**src/hdl/tsr_pkg.sv**
```systemverilog
// Shared constants, codes and types of the tile-map scroll renderer.
`default_nettype none

package tsr_pkg;

  // Tile and sheet geometry; address math relies on these being powers of two.
  localparam int TILE_SHIFT          = 4;
  localparam int TILE_PIXELS         = 1 << TILE_SHIFT;
  localparam int SHEET_SHIFT         = 8;
  localparam int SHEET_WIDTH_PIXELS  = 1 << SHEET_SHIFT;
  localparam int TPR_SHIFT           = SHEET_SHIFT - TILE_SHIFT;
  localparam int TILES_PER_ROW       = 1 << TPR_SHIFT;
  localparam int SHEET_AW            = 16;
  localparam int SHEET_DEPTH         = 1 << SHEET_AW;
  localparam int SCREEN_WIDTH_PIXELS = 320;

  localparam int MAP_ROW_COUNT = 16;
  localparam int MAP_COL_COUNT = 32;

  localparam logic [7:0] SOLID_RESET  = 8'd46;
  localparam logic [9:0] VIEW_W_RESET = 10'd640;
  localparam logic [9:0] VIEW_H_RESET = 10'd480;

  typedef enum logic [2:0] {
    CMD_MAP_WR   = 3'd0,
    CMD_SHEET_WR = 3'd1,
    CMD_SET_CAM  = 3'd2,
    CMD_RENDER   = 3'd3,
    CMD_COLLIDE  = 3'd4
  } cmd_t;

  typedef enum logic [1:0] {
    CFG_SOLID  = 2'd0,
    CFG_VIEW_W = 2'd1,
    CFG_VIEW_H = 2'd2
  } cfg_idx_t;

  localparam logic [1:0] CAM_FULL = 2'd2;
  localparam logic [1:0] CAM_NONE = 2'd3;

  typedef enum logic [1:0] {
    ST_IDLE,
    ST_MAP,
    ST_PIX
  } st_t;

  typedef struct packed {
    logic               we;
    logic [1:0]         cam;
    logic signed [10:0] player_x;
  } cam_wr_t;

endpackage

`default_nettype wire

```
**src/hdl/tsr_camera.sv**
```systemverilog
// Camera offset registers with player-centered placement and clamping.
`default_nettype none

module tsr_camera import tsr_pkg::*; #(
  parameter int MAP_COLS = MAP_COL_COUNT
) (
  input  wire logic       clk,
  input  wire logic       rst_n,
  input  wire cam_wr_t    wr,
  input  wire logic [1:0] rd_cam,
  output logic [9:0]      rd_offset
);

  localparam logic signed [12:0] CENTER_FULL  = 13'(SCREEN_WIDTH_PIXELS / 2);
  localparam logic signed [12:0] CENTER_SPLIT = 13'(SCREEN_WIDTH_PIXELS / 4);
  localparam logic signed [12:0] MAX_FULL  =
    13'(MAP_COLS * TILE_PIXELS - SCREEN_WIDTH_PIXELS);
  localparam logic signed [12:0] MAX_SPLIT =
    13'(MAP_COLS * TILE_PIXELS - SCREEN_WIDTH_PIXELS / 2);

  logic [9:0]         offs_r [3];
  logic signed [12:0] off;
  logic [9:0]         off_clamped;

  always_comb begin
    off = 13'(wr.player_x) - ((wr.cam == CAM_FULL) ? CENTER_FULL : CENTER_SPLIT);
    if (off > ((wr.cam == CAM_FULL) ? MAX_FULL : MAX_SPLIT)) begin
      off = (wr.cam == CAM_FULL) ? MAX_FULL : MAX_SPLIT;
    end
    if (off < 13'sd0) begin
      off = 13'sd0;
    end
    if (off > 13'sd1023) begin
      off = 13'sd1023;
    end
    off_clamped = off[9:0];
  end

  always_ff @(posedge clk) begin
    for (int i = 0; i < 3; i++) begin
      if (!rst_n) begin
        offs_r[i] <= '0;
      end else if (wr.we && wr.cam == 2'(i)) begin
        offs_r[i] <= off_clamped;
      end
    end
  end

  always_comb begin
    case (rd_cam)
      2'd0:    rd_offset = offs_r[0];
      2'd1:    rd_offset = offs_r[1];
      2'd2:    rd_offset = offs_r[2];
      default: rd_offset = '0;
    endcase
  end

endmodule

`default_nettype wire
```
**config.mk**
```make
export PLATFORM = sky130hd
export DESIGN_NAME = tsr_camera
export DESIGN_NICKNAME = d
export VERILOG_FILES = /design/src/hdl/tsr_pkg.sv /design/src/hdl/tsr_camera.sv
export SDC_FILE = /design/constraint.sdc
export NUM_CORES = 1
export LEC_CHECK = 0
export BUFFER_PORTS_ARGS = -buffer_cell sky130_fd_sc_hd__buf_2
export CAP_MARGIN = 20
export CORE_MARGIN = 4
export CORE_UTILIZATION = 51
export CTS_CLUSTER_SIZE = 40
export DETAILED_ROUTE_END_ITERATION = 16
export GPL_TIMING_DRIVEN = 0
export HOLD_SLACK_MARGIN = 0.05
export MAX_ROUTING_LAYER = met4
export PLACE_DENSITY = 0.76
export REMOVE_ABC_BUFFERS = 1
export SLEW_MARGIN = 20
export SYNTH_ARGS = -nofsm -noshare
export SYNTH_HDL_FRONTEND = slang
export SYNTH_SLANG_ARGS = --single-unit
```
**constraint.sdc**
```tcl
create_clock -name clk -period 3 [get_ports clk]
set_clock_uncertainty 0.2 [all_clocks]
set_input_delay 0.15 -clock clk [delete_from_list [all_inputs] [get_ports clk]]
set_output_delay 0.15 -clock clk [all_outputs]
set_load 0.01 [all_outputs]
```
### After elaboration in Yosys (flattened, before gate mapping)

Memories as Yosys holds them, arrays and structs flattened.
Cells that the tools add are included.

* add/sub/neg operators: 1
* multipliers: 0
* divide/modulo/power cells: 0
* $lt $le $gt $ge: 3
* eq/ne operators: 4
* shift-type cells: 0
* muxes and demuxes: 19
* bitwise operators: 3
* reductions and logical operators: 5

Operators with widths (count)
* 10-bit two-way mux: 4
* 10-bit case mux with 3 select lines: 1
* 13-bit two-way mux: 2
* 13-bit by 11-bit > comparator with 1-bit output (second input constant): 1
* 13-bit by 1-bit less-than comparator with 1-bit output (second input constant): 1
* 12-bit by 10-bit > comparator with 1-bit output: 1
* 11-bit by 9-bit subtractor with 12-bit output: 1
* 1-bit two-way mux: 10
* 9-bit two-way mux: 1
* 8-bit two-way mux: 1
* 2-bit by 1-bit == test with 1-bit output (second input constant): 2
* 2-bit == test (second input constant): 2
* 2-bit zero test: 2
* 1-bit logical AND: 3
* 1-bit OR: 3

* register bits after elaboration: 0
* latch bits: 0
* RAM bits: 30
* ROM bits: 0
* input bits: 18
* output and inout bits: 10
* logic and storage cells: 36
* memories kept: 1

Memory list
* offs_r: words 3, width 10, read ports 3, clocked after Yosys merged registers in 0, wr ports 3, line tsr_camera.sv:21 `logic [9:0] offs_r [3];`

### Depth between registers and ports, before layout

* word-level depth: 10
* mapped depth: 15
* depth with buffers taken out: 13

### Worst setup path before layout

Ideal clock, no wire load.

* kind: input-to-reg
* start: input wr[11] in the netlist's numbering
* end: memory offs_r[0][8], data pin
* setup time: 0.146 ns
* arrival time: 2.730 ns
* required time: 2.654 ns
* slack: -0.076 ns
* cell stages on the path: 14
* buffers on the path: 2
* cell sequence: nand2b_4 > buf_12 > ha_1 > and3_1 > a211oi_1 > o21ai_1 > xnor2_1 > ha_1 > nand3_1 > nand4_2 > or2_1 > buf_6 > or3b_4 > a21oi_1

RTL lines
* start, declared: line tsr_camera.sv:9 `input wire cam_wr_t wr,`
* end, declared: line tsr_camera.sv:21

==> metrics.txt <==
dominant cell type by area after synthesis=edfxtp_1; area occupied by multi-input gates=922 sq um; CTS Buf Count=5; register area share after synthesis=0.499; Placed Cells=235; Final ANT Viol Nets=0; pwr dens=432 nW/um^2; FF+latch count, synth=30; top cells by area, synth=edfxtp_1 (50%), mux2i_1 (6.1%), o21ai_0 (3.9%); Post-synth top cells=edfxtp_1 (30), nand2_1 (18), o21ai_0 (14), mux2i_1 (11), and2_1 (9); most instantiated library cell after synthesis=edfxtp_1; share of layout cells above drive strength 1=0.290; Largest register FFs=30; Mapped Area=1810 sq um; Warnings, synthesis=0; Starting DRT DRC Count=51; critical path peak fanout=7; Routability Congestion=0.819; Synth Area in Simple Gates=0.223; number of diodes=0; LEAKAGE=0.891 nW; largest family of logic cells by synthesized area=simple AND/OR/NAND/NOR gates; WP data required=2970 ps; prevailing post-synth register cell=edfxtp_1; multiplexer area fraction after synthesis=0.0610; CTS Sinks=30; asr flop ratio synth=0; CORE AREA=3390 sq um; num ports=28; detailed-placement wirelength estimate=2.78 mm; maxcap violations=0; crit path capture type=flip-flop; clock power share=0.223; final wirelength=4.00 mm; Max Slew Vio Count=0; biggest regs=offs_r (30); Filler Cell Count=282; outcome=finished clean; Clock Tree Root=clkbuf_4; Cell Area, Placed=1970 sq um; GR Overflow Total=0; drt pass-1 iters=4; Die Area=4560 sq um; Crit Path Category=in -> reg; pin count of the biggest net entering global routing=12; Synth Area in Compound Gates=0.103; switching share of power=0.286; DIE HEIGHT=67.5 microns; Seq. cell area=901 sq um; Worst Hold Class=in -> reg; Post-synth EDFFs=30; Non-Filler Instances=253; Power, Total=948 uW; Reg clk slew, reported paths=90 ps; dpl ws=-563 ps; xor-xnor portion of the synthesized cell area=0.0388; area delta synth->final=21.6%; Hold Vio Cnt, Final=0; Yosys top cell area share=0.499; Period minus WS final=2940 ps; VDD IR-drop max=0.178 mV; fin util=0.648; worst slew pin tran=798 ps; total number of vias=1,438; relative slew slack=0.467; vias in the first global route=1,441; Die Wd=67.5 microns; row cnt=21; Combinational Power Share=0.251; Tot GR Track Use=0.204; Seq pwr share=0.526; Biggest register=offs_r; cell count after synthesis=165; P_sw=271 uW; Power Internal=678 uW; drt drc=0; wire length per cell=15.8 microns; initial antenna violation count=0; Net count, final=229; first-pass GRT wire length=6.62 mm; FMAX=341 MHz; syn_area_per_cell=10.9 sq um; H-tree depth=2; PnR worst setup slack=64.2 ps; Final Cycle Share=0.979; Distinct cells, synth=41; Initial Util=0.533; worst endpoint data arrival time=2910 ps; crit start category=input pin; Setup TNS=0 ps; Post-Synth Adder-Cell Area=0.0277; DR vias/cell=5.68; final hold slack=72.4 ps; PortBufs=27; clock buffer depth=2; post-route cell area=2200 sq um; CTS tree=done; Final Setup Violations=0
==> repair_timing <==
| action | CTS | global route |
|---|---|---|
| setup endpoints to repair | 22 | 24 |
| hold buffers | 4 | 0 |
| hold endpoints to repair | 12 | 0 |
| gates resized for setup | 11 | 5 |
| setup buffers | 3 | 4 |
| pin swaps | 4 | 3 |
==> power by group through the flow <==
stage	Clock (mW)	Sequential [mW]	Combinational [mW]
2_1_floorplan	0	0.506	0.118
3_3_place_gp	0	0.507	0.177
3_5_place_dp	0	0.508	0.187
4_1_cts	0.217	0.499	0.223
5_1_grt	0.236	0.501	0.260
6_report	0.212	0.499	0.238
==> cell families (layout without fill, tap and decap cells) <==
| group | Yosys count | in the layout |
|---|---|---|
| mux | 11 | 11 |
| xor+xnor | 8 | 8 |
| simple gates | 70 | 70 |
| buf+inv | 12 | 52 |
| compound gates | 29 | 29 |
| flops | 30 | 30 |
| fa+ha+maj | 4 | 4 |
| other cells | 1 | 3 |
==> critical path, cell delays in order <==
cell and delay, ps:
buf_2 140, nand2b_4 220, ha_4 230, and3_1 160, a211oi_2 260, o21ai_2 130, xnor2_2 160, ha_1 290
nand3_1 130, nand4_4 160, or2_4 310, or3b_4 420, a21oi_1 150
==> routing by layer <==
| metal | wire length (microns) | vias up | GRT usage |
|---|---|---|---|
| met2 | 2020 | 48 | 0.354 |
| li1 | - | 688 | - |
| met4 | 114 | 0 | 0.0937 |
| met5 | 0 | - | - |
| met3 | 159 | 10 | 0.0316 |
| met1 | 1700 | 692 | 0.231 |
==> worst paths after layout <==
path                from           end  slack, ps  cells past startpoint
setup / recovery  wr[11]  offs_r[0][8]         60                     13
hold / removal     rst_n  offs_r[0][3]         70                      2
==> placed cells by master, fill, tap and decap left out, drive strengths merged, types with 2 or more instances in the layout <==
| cell | synthesis | final |
|---|---|---|
| nor4 | 7 | 7 |
| a21oi | 9 | 9 |
| nor2b | 4 | 4 |
| inv | 5 | 5 |
| clkbuf | 3 | 7 |
| conb | 1 | 3 |
| and4b | 2 | 2 |
| mux2i | 11 | 11 |
| o21ai | 16 | 16 |
| buf | 3 | 35 |
| ha | 4 | 4 |
| nand2 | 18 | 18 |
| nor3 | 4 | 4 |
| and3 | 7 | 7 |
| nand2b | 3 | 3 |
| xnor2 | 7 | 7 |
| and2 | 9 | 9 |
| nand4 | 2 | 2 |
| edfxtp | 30 | 30 |
| nor2 | 8 | 8 |
| dlygate4sd3 | 0 | 4 |
==> area by class of cell <==
| class | instances | share of cell area |
|---|---|---|
| tap | 46 | 0.0262 |
| multi-input combinational | 125 | 0.420 |
| sequential | 30 | 0.410 |
| clock buffer | 7 | 0.0205 |
| inverter | 6 | 0.0160 |
| timing repair buffer | 39 | 0.107 |
Power figures use the tool's default switching activity.
